[src/design/rcn_pkg.sv]
// shared types and constants of the rc channel normalizer
package rcn_pkg;

  // channel layout
  localparam int NUM_CH   = 8;
  localparam int CH_IDX_W = $clog2(NUM_CH);
  localparam int RAW_W    = 13;
  localparam int NORM_W   = 14;
  localparam int LVL_W    = 7;

  localparam int CH_THR = 0;
  localparam int CH_AIL = 1;
  localparam int CH_ELE = 2;
  localparam int CH_RUD = 3;

  // beat layout
  localparam int IN_DATA_W  = NUM_CH * RAW_W;
  localparam int MONO_LSB   = NUM_CH * NORM_W;
  localparam int ACT_BIT    = MONO_LSB + NORM_W;
  localparam int LVL_LSB    = ACT_BIT + 1;
  localparam int OUT_USED_W = LVL_LSB + LVL_W;
  localparam int OUT_DATA_W = ((OUT_USED_W + 7) / 8) * 8;

  // configuration port
  localparam int CFG_IDX_W  = 3;
  localparam int CFG_DATA_W = 12;

  // fixed values
  localparam logic [RAW_W-1:0]  MIDPOINT      = 13'd3750;
  localparam logic [LVL_W-1:0]  LEVEL_MAX     = 7'd100;
  localparam logic [3:0]        TRANS_CH_RST  = 4'd8;
  localparam logic [11:0]       THR_IDLE_RST  = 12'd50;
  localparam logic [7:0]        NOISE_THR_RST = 8'd5;
  localparam logic signed [14:0] TRANS_BIAS   = 15'sd1000;
  localparam logic [13:0]       LEVEL_ROUND   = 14'd10;

  // divide by 20 as multiply and shift, exact for 14-bit operands
  localparam int DIV20_SHIFT = 19;
  localparam int DIV20_MUL   = 26215;

  typedef logic [RAW_W-1:0]         raw_t;
  typedef logic signed [NORM_W-1:0] norm_t;

  typedef enum logic [CFG_IDX_W-1:0] {
    REG_REV_AIL   = 3'd0,
    REG_REV_ELE   = 3'd1,
    REG_REV_RUD   = 3'd2,
    REG_TRANS_CH  = 3'd3,
    REG_THR_IDLE  = 3'd4,
    REG_NOISE_THR = 3'd5
  } cfg_reg_e;

  typedef struct packed {
    logic        rev_ail;
    logic        rev_ele;
    logic        rev_rud;
    logic [3:0]  trans_ch;
    logic [11:0] thr_idle;
    logic [7:0]  noise_thr;
  } cfg_t;

endpackage

[src/design/rcn_calib.sv]
// calibration accumulators, frame counter and zero offset registers
module rcn_calib #(
  parameter int CAL_FRAMES = 8
) (
  input  logic                                clk_i,
  input  logic                                rst_ni,
  input  logic                                cal_en_i,
  input  rcn_pkg::raw_t [rcn_pkg::NUM_CH-1:0] raw_i,
  output rcn_pkg::raw_t [rcn_pkg::NUM_CH-1:0] offs_o,
  output logic                                done_o
);
  import rcn_pkg::*;

  localparam int L         = $clog2(CAL_FRAMES);
  localparam int CNT_W     = (L > 0) ? L : 1;
  localparam int SUM_W     = RAW_W + L;
  localparam int ROUND     = CAL_FRAMES / 2;
  localparam int DIV_SHIFT = SUM_W + L;
  localparam int DIV_MUL   = ((1 << DIV_SHIFT) + CAL_FRAMES - 1) / CAL_FRAMES;
  localparam int MUL_W     = DIV_SHIFT - L + 2;
  localparam int PROD_W    = SUM_W + MUL_W;

  logic [SUM_W-1:0]  sums_q [NUM_CH];
  logic [SUM_W-1:0]  acc    [NUM_CH];
  logic [SUM_W-1:0]  rnd    [NUM_CH];
  logic [PROD_W-1:0] prod   [NUM_CH];
  raw_t              avg    [NUM_CH];
  raw_t              offs_q [NUM_CH];
  logic [CNT_W-1:0]  cnt_q;
  logic              last;

  // next sums and rounded averages, one lane per channel
  always_comb begin
    for (int i = 0; i < NUM_CH; i++) begin
      acc[i]  = sums_q[i] + SUM_W'(raw_i[i]);
      rnd[i]  = acc[i] + SUM_W'(ROUND);
      prod[i] = PROD_W'(rnd[i]) * PROD_W'(DIV_MUL);
      avg[i]  = prod[i][DIV_SHIFT +: RAW_W];
    end
  end

  assign last   = (cnt_q == CNT_W'(CAL_FRAMES - 1));
  assign done_o = cal_en_i && last;

  // accumulate, or load offsets on the closing sample
  always_ff @(posedge clk_i or negedge rst_ni) begin
    if (!rst_ni) begin
      cnt_q <= '0;
      for (int i = 0; i < NUM_CH; i++) begin
        sums_q[i] <= '0;
        offs_q[i] <= MIDPOINT;
      end
    end else if (cal_en_i) begin
      if (last) begin
        cnt_q <= '0;
        for (int i = 0; i < NUM_CH; i++) begin
          sums_q[i] <= '0;
          offs_q[i] <= avg[i];
        end
      end else begin
        cnt_q <= cnt_q + CNT_W'(1);
        for (int i = 0; i < NUM_CH; i++) begin
          sums_q[i] <= acc[i];
        end
      end
    end
  end

  always_comb begin
    for (int i = 0; i < NUM_CH; i++) begin
      offs_o[i] = offs_q[i];
    end
  end

endmodule

[src/design/rcn_norm.sv]
// offset removal, stick activity detection and transition level
module rcn_norm (
  input  logic                                 clk_i,
  input  logic                                 rst_ni,
  input  logic                                 en_i,
  input  rcn_pkg::cfg_t                        cfg_i,
  input  rcn_pkg::raw_t  [rcn_pkg::NUM_CH-1:0] raw_i,
  input  rcn_pkg::raw_t  [rcn_pkg::NUM_CH-1:0] offs_i,
  output rcn_pkg::norm_t [rcn_pkg::NUM_CH-1:0] norm_o,
  output rcn_pkg::norm_t                       mono_o,
  output logic                                 active_o,
  output logic [rcn_pkg::LVL_W-1:0]            level_o
);
  import rcn_pkg::*;

  norm_t                 delta [NUM_CH];
  norm_t [NUM_CH-1:0]    norm;
  logic signed [15:0]    stick_sum;
  logic signed [15:0]    prev_sum_q;
  logic signed [16:0]    sum_diff;
  logic signed [16:0]    noise_s;
  norm_t                 idle_s;
  norm_t                 sel;
  logic signed [14:0]    biased;
  logic [13:0]           lvl_in;
  logic [28:0]           lvl_prod;
  logic [9:0]            lvl_quot;

  // raw minus offset, bipolar throttle, stick reversal
  always_comb begin
    for (int i = 0; i < NUM_CH; i++) begin
      delta[i] = $signed({1'b0, raw_i[i]}) - $signed({1'b0, offs_i[i]});
      norm[i]  = delta[i];
    end
    norm[CH_THR] = $signed({1'b0, raw_i[CH_THR]}) - $signed({1'b0, MIDPOINT});
    if (cfg_i.rev_ail) norm[CH_AIL] = -delta[CH_AIL];
    if (cfg_i.rev_ele) norm[CH_ELE] = -delta[CH_ELE];
    if (cfg_i.rev_rud) norm[CH_RUD] = -delta[CH_RUD];
  end

  // activity: stick sum moved beyond the noise band, or throttle above idle
  assign stick_sum = 16'(norm[CH_AIL]) + 16'(norm[CH_ELE]) + 16'(norm[CH_RUD]);
  assign sum_diff  = 17'(stick_sum) - 17'(prev_sum_q);
  assign noise_s   = $signed({9'b0, cfg_i.noise_thr});
  assign idle_s    = $signed({2'b0, cfg_i.thr_idle});
  assign active_o  = (sum_diff > noise_s) || (sum_diff < -noise_s) ||
                     (delta[CH_THR] > idle_s);

  always_ff @(posedge clk_i or negedge rst_ni) begin
    if (!rst_ni) begin
      prev_sum_q <= '0;
    end else if (en_i) begin
      prev_sum_q <= stick_sum;
    end
  end

  // transition level: (sel + 1000, floored at zero, + 10) / 20, capped
  always_comb begin
    if (cfg_i.trans_ch < 4'(NUM_CH)) begin
      sel = norm[cfg_i.trans_ch[CH_IDX_W-1:0]];
    end else begin
      sel = '0;
    end
    biased = 15'(sel) + TRANS_BIAS;
    if (biased < 0) begin
      lvl_in = LEVEL_ROUND;
    end else begin
      lvl_in = biased[13:0] + LEVEL_ROUND;
    end
    lvl_prod = 29'(lvl_in) * 29'(DIV20_MUL);
    lvl_quot = lvl_prod[DIV20_SHIFT +: 10];
    if (lvl_quot > 10'(LEVEL_MAX)) begin
      level_o = LEVEL_MAX;
    end else begin
      level_o = lvl_quot[LVL_W-1:0];
    end
  end

  assign norm_o = norm;
  assign mono_o = delta[CH_THR];

endmodule

[src/design/rc_channel_normalizer.sv]
// top level of the rc channel normalizer
//
// Usage: one radio frame per input beat on the s_axis channel, tuser set for a
// calibration sample and clear for a normal frame. Each input beat yields one
// output beat on the m_axis channel. A normal frame returns the offset-free
// channels, monopolar throttle, activity flag and transition level with tuser
// clear. A calibration frame returns all-zero data; its tuser is set on the
// frame that closes CAL_FRAMES samples, and that frame loads new zero offsets
// from the rounded averages.
// Throughput: one frame per cycle while the output is not stalled. A frame
// passes through the input register and then the result register; its offset,
// sum and average logic lies between the two.
// Reset: offsets return to 3750, the calibration sums, sample count and stored
// stick sum clear, the configuration registers take their defaults, and both
// channels come up empty.
// Stall: while m_axis_tready_i is low the result holds; one more frame can
// sit in the input register, after which s_axis_tready_o drops.
// Configuration writes through cfg_we_i take effect at the next clock edge and
// are meant to be issued while no frame is in flight.
module rc_channel_normalizer #(
  parameter int CAL_FRAMES = 8
) (
  input  logic                               clk_i,
  input  logic                               rst_ni,
  // input frames
  input  logic                               s_axis_tvalid_i,
  output logic                               s_axis_tready_o,
  // raw_throttle, raw_aileron, raw_elevator, raw_rudder,
  // raw_aux_a, raw_aux_b, raw_aux_c, raw_aux_d
  input  logic [rcn_pkg::IN_DATA_W-1:0]      s_axis_tdata_i,
  // action
  input  logic                               s_axis_tuser_i,
  // results
  output logic                               m_axis_tvalid_o,
  input  logic                               m_axis_tready_i,
  // norm_throttle, norm_aileron, norm_elevator, norm_rudder, norm_aux_a,
  // norm_aux_b, norm_aux_c, norm_aux_d, monopolar_throttle, rx_active,
  // transition_level, zero fill
  output logic [rcn_pkg::OUT_DATA_W-1:0]     m_axis_tdata_o,
  // calibration_done
  output logic                               m_axis_tuser_o,
  // configuration writes
  input  logic                               cfg_we_i,
  input  logic [rcn_pkg::CFG_IDX_W-1:0]      cfg_idx_i,
  input  logic [rcn_pkg::CFG_DATA_W-1:0]     cfg_data_i
);
  import rcn_pkg::*;

  cfg_t                  cfg_q;
  logic                  in_valid_q;
  logic                  in_action_q;
  logic [IN_DATA_W-1:0]  in_data_q;
  logic                  out_valid_q;
  logic [OUT_DATA_W-1:0] out_data_q;
  logic [OUT_DATA_W-1:0] out_data_d;
  logic                  out_user_q;
  logic                  out_user_d;
  logic                  advance;
  logic                  in_take;
  raw_t  [NUM_CH-1:0]    raw;
  raw_t  [NUM_CH-1:0]    offs;
  norm_t [NUM_CH-1:0]    norm;
  norm_t                 mono;
  logic                  active;
  logic [LVL_W-1:0]      level;
  logic                  cal_done;

  // configuration registers
  always_ff @(posedge clk_i or negedge rst_ni) begin
    if (!rst_ni) begin
      cfg_q.rev_ail   <= 1'b0;
      cfg_q.rev_ele   <= 1'b0;
      cfg_q.rev_rud   <= 1'b0;
      cfg_q.trans_ch  <= TRANS_CH_RST;
      cfg_q.thr_idle  <= THR_IDLE_RST;
      cfg_q.noise_thr <= NOISE_THR_RST;
    end else if (cfg_we_i) begin
      case (cfg_reg_e'(cfg_idx_i))
        REG_REV_AIL:   cfg_q.rev_ail   <= cfg_data_i[0];
        REG_REV_ELE:   cfg_q.rev_ele   <= cfg_data_i[0];
        REG_REV_RUD:   cfg_q.rev_rud   <= cfg_data_i[0];
        REG_TRANS_CH:  cfg_q.trans_ch  <= cfg_data_i[3:0];
        REG_THR_IDLE:  cfg_q.thr_idle  <= cfg_data_i[11:0];
        REG_NOISE_THR: cfg_q.noise_thr <= cfg_data_i[7:0];
        default: begin
        end
      endcase
    end
  end

  // handshake: a frame moves on when the result register is free or drains
  assign advance         = in_valid_q && (!out_valid_q || m_axis_tready_i);
  assign s_axis_tready_o = !in_valid_q || advance;
  assign in_take         = s_axis_tvalid_i && s_axis_tready_o;

  // input register
  always_ff @(posedge clk_i or negedge rst_ni) begin
    if (!rst_ni) begin
      in_valid_q <= 1'b0;
    end else if (in_take) begin
      in_valid_q <= 1'b1;
    end else if (advance) begin
      in_valid_q <= 1'b0;
    end
  end

  always_ff @(posedge clk_i) begin
    if (in_take) begin
      in_action_q <= s_axis_tuser_i;
      in_data_q   <= s_axis_tdata_i;
    end
  end

  always_comb begin
    for (int i = 0; i < NUM_CH; i++) begin
      raw[i] = in_data_q[i*RAW_W +: RAW_W];
    end
  end

  rcn_calib #(
    .CAL_FRAMES (CAL_FRAMES)
  ) u_calib (
    .clk_i    (clk_i),
    .rst_ni   (rst_ni),
    .cal_en_i (advance && in_action_q),
    .raw_i    (raw),
    .offs_o   (offs),
    .done_o   (cal_done)
  );

  rcn_norm u_norm (
    .clk_i    (clk_i),
    .rst_ni   (rst_ni),
    .en_i     (advance && !in_action_q),
    .cfg_i    (cfg_q),
    .raw_i    (raw),
    .offs_i   (offs),
    .norm_o   (norm),
    .mono_o   (mono),
    .active_o (active),
    .level_o  (level)
  );

  // result beat: zero data on calibration frames
  always_comb begin
    out_data_d = '0;
    out_user_d = 1'b0;
    if (in_action_q) begin
      out_user_d = cal_done;
    end else begin
      for (int i = 0; i < NUM_CH; i++) begin
        out_data_d[i*NORM_W +: NORM_W] = norm[i];
      end
      out_data_d[MONO_LSB +: NORM_W] = mono;
      out_data_d[ACT_BIT]            = active;
      out_data_d[LVL_LSB +: LVL_W]   = level;
    end
  end

  // result register
  always_ff @(posedge clk_i or negedge rst_ni) begin
    if (!rst_ni) begin
      out_valid_q <= 1'b0;
    end else if (advance) begin
      out_valid_q <= 1'b1;
    end else if (m_axis_tready_i) begin
      out_valid_q <= 1'b0;
    end
  end

  always_ff @(posedge clk_i) begin
    if (advance) begin
      out_data_q <= out_data_d;
      out_user_q <= out_user_d;
    end
  end

  assign m_axis_tvalid_o = out_valid_q;
  assign m_axis_tdata_o  = out_data_q;
  assign m_axis_tuser_o  = out_user_q;

endmodule

[config.mk]
export PLATFORM = sky130hd
export DESIGN_NAME = rc_channel_normalizer
export DESIGN_NICKNAME = d
export VERILOG_FILES = /design/src/design/rcn_pkg.sv /design/src/design/rcn_calib.sv /design/src/design/rcn_norm.sv /design/src/design/rc_channel_normalizer.sv
export SDC_FILE = /design/constraint.sdc
export NUM_CORES = 1
export LEC_CHECK = 0
export BUFFER_PORTS_ARGS = -buffer_cell sky130_fd_sc_hd__buf_4
export CAP_MARGIN = 20
export CORE_ASPECT_RATIO = 0.5
export CORE_MARGIN = 5
export CORE_UTILIZATION = 55
export DETAILED_ROUTE_END_ITERATION = 7
export GPL_ROUTABILITY_DRIVEN = 0
export PLACE_DENSITY = 0.75
export SYNTH_ARGS = -nofsm -noshare
export SYNTH_HDL_FRONTEND = slang
export SYNTH_HIERARCHICAL = 1
export SYNTH_SLANG_ARGS = --single-unit
[constraint.sdc]
create_clock -name clk_i -period 32.7 [get_ports clk_i]
set_clock_uncertainty 0.05 [all_clocks]
set_input_delay 6.54 -clock clk_i [delete_from_list [all_inputs] [get_ports clk_i]]
set_output_delay 6.54 -clock clk_i [all_outputs]
set_load 0.02 [all_outputs]
==> summary.md <==
| Metric | Value |
|---|---|
| Die W | 393 um |
| Worst reg-to-reg setup slack | 20,580 ps |
| Clock Latency Late Sink | 640 ps |
| Syn. warnings | 6 |
| Worst R2R Path Depth | 35 |
| Routed len/inst | approximately 21 um |
| Asr flop ratio synth | 53.8% |
| Die height | 202 um |
| RSZ-0062 raised after global routing | false |
| Initial Utilization | a little under three fifths |
| Distinct cells, synth | 125 |
| DRC Markers | 0 |
| Synth Flop Type | edfxtp_1 |
| MaxCap Viol Count | 0 |
| Worst setup path endpoint | s_axis_tready_o |
| Final Max Slew Viols | 0 |
| Sequential area share after synthesis | 35.4% |
| Mean Syn Cell Area | 9.72 um2 |
| Post-CTS Hold Fix Bufs | 0 |
| Post-detail-place hpwl | 85,500 um |
| CTS Buf Count | 51 |
| CTS Sinks | 520 |
| DP Cell Count | 5,292 |
| Top cells by area, synth | edfxtp_1 (18%), dfrtp_1 (14%), ha_1 (12%) |
| Vias in the first global route | 32,000 |
| Synth top area share | ~18% |
| Count of final setup violators | 0 |
| Least-Margin Pin Slew | 1110 ps |
| Most frequent cell after synthesis | inv_1 |
| Slew Limit Headroom | 25.2% |
| # H-tree levels | 2 |
| Worst EP required | 26,110 ps |
| Cell Count, Final, Fillers Out | 5,389 |
| Vias after detailed routing | 32,600 |
| Clock Pin Slew Worst Setup and Hold Paths | ~70 ps |
| CP max FO | 3 |
| Initial antenna violation count | 1 |
| Antenna Nets Post-Route | 0 |
| Post-Syn Area | 40,400 um2 |
| Critical R2R Launch | in_data_q[13] |
| FF+latch count, synth | 520 |
| Maximum clock frequency | 73.5 MHz |
| Final worst path period share | a little over two fifths |
| Layout cells sized above 1 | 13.0% |
| Die ar. | 79,200 um2 |
| Worst setup SP type | input pin |
| DRT Wirelength | 112,000 um |
| Status | finished, final reports clean |
| Final #Nets | 4,985 |
| Row count | 70 |
| Worst r2r dst | m_axis_tdata_o[128] |
| Drt first pass iters | 7 |
| Setup TNS | 0 ps |
| Arrival @ worst endpoint | 7020 ps |
| Initial DRC Count | around 3,100 |
| Final Critical Period | roughly 14,000 ps |
| Largest net degree at the start of global routing | around 110 |
| Hold Fails Final Rpt | 0 |
| CTS tree | yes |
| Crit path from | m_axis_tready_i |
| Core area | between 70,000 and 80,000 um2 |
| Via density | between 6 and 7 |
| Leading area contributor after synthesis | edfxtp_1 |
| Cells after Synth | just over 4,000 |
| Total Routing Usage GR | between 20 and 30% |
| Post-synth top cells | inv_1 (426), ha_1 (394), nand2_1 (322), o21ai_0 (255), edfxtp_1 (240) |
| Hold Path Class | reg2reg |
| First-pass GRT wire length | about 170,000 um |
| Ant diodes | 0 |
| GRT overflow | 0 |
| Num ports | 264 |
| Clk buf depth | 3 |
| IO Port Bufs | about 260 |
| Clock Tree Root | clkbuf_16 |
| Area Overhead vs Synth | 11.0% |
| Post-CTS Repair Setup Buffers | 0 |
| Crit end category | output port |
| Post-Route Utilization | 61.5% |
| Post-CTS Resized | 0 |
| EDFF count, synth | 240 |
| Crit Path Category | in2out |
kinds of logic after synthesis:
| kind of cell | count (synthesis) | synth area share [%] |
|---|---|---|
| mux | 67 | 2.15 |
| xor+xnor | 309 | 6.78 |
| buf+inv | 550 | 5.62 |
| fa+ha+maj | 486 | 16.8 |
| compound gates | 1030 | 17.9 |
| other cells | 1 | 0.00929 |
| simple gates | 1192 | 15.4 |
| flops | 520 | 35.4 |
metal layers:
| metal | up-vias | track usage [%] | part of all wire, % |
|---|---|---|---|
| met3 | 267 | 4.89 | 8.3 |
| met2 | 1317 | 44.4 | 45 |
| met4 | 0 | 10.8 | 4.2 |
| met5 | - | 0 | 0 |
| li1 | 15300 | - | - |
| met1 | 15700 | 37.5 | 42 |
registers in the layout (all words and copies together), names as in the netlist:
signal / flops
in_valid_q: 1
u_calib/cnt_q: 3
u_calib/offs_o: 104
cfg_q: 27
m_axis_tuser_o: 1
u_calib/sums_q: 128
in_data_q: 104
in_action_q: 1
u_norm/prev_sum_q: 16
m_axis_tdata_o: 134
m_axis_tvalid_o: 1
critical path, cell delays in order:
cell and delay [ps]:
buf_4 110, nand3b_1 190, buf_4 180
worst min path at each step:
stage,from,endpoint,slack [ps],cells past startpoint
after global placement,u_calib/offs_o[98],u_calib/offs_o[98],400,2
final,u_calib/offs_o[98],u_calib/offs_o[98],410,2
after detailed placement,u_calib/offs_o[98],u_calib/offs_o[98],400,2
after global routing,u_calib/offs_o[98],u_calib/offs_o[98],440,2
after CTS,u_calib/offs_o[98],u_calib/offs_o[98],410,2
after floorplan,u_calib/offs_o[98],u_calib/offs_o[98],380,2
cell usage in the layout, fill, tap and decap left out, types with 22 or more instances in the layout:
master,synthesis,routed
a21o_1,63,63
a22o_1,63,63
xor2_1,108,108
inv_1,426,426
nand4_1,33,33
or3_1,41,41
dfstp_2,62,62
o211ai_1,32,32
mux2_2,27,27
nand3_1,73,73
nand2_1,322,320
a31oi_1,32,32
o21bai_1,22,22
edfxtp_1,240,240
a21oi_1,154,154
dfrtp_1,218,218
ha_1,394,394
clkbuf_16,0,53
o2bb2ai_1,35,35
a21boi_0,30,30
buf_4,6,284
nor2_1,218,217
o21a_1,65,65
xnor2_1,198,198
nor4_1,23,23
nor2b_1,174,174
o21ai_0,255,255
o31ai_1,33,33
a211oi_1,29,29
nor3_1,79,79
nand2b_1,51,51
fa_1,92,92
stage by stage:
step	hold slack [ps]	area, um2	setup slack [ps]
6_report	406	44800	19090
5_1_grt	436	44800	19060
4_1_cts	407	44800	19100
3_5_place_dp	398	43100	19100
3_3_place_gp	398	43100	19100
2_1_floorplan	385	40400	19290
cell type report:
cell class | count | area [um2]
multi-input cells | 3086 | 23800
clock inverters | 28 | 289
clock buffers | 68 | 1410
repair buffers | 286 | 2150
well taps | 972 | 1220
flip-flops and latches | 520 | 14300
fillers | 5935 | 28100
inverters | 429 | 1610
Power is left out: the tool's default activity adds up to more than one toggle a clock period on the data nets, which glitch-free logic cannot reach.
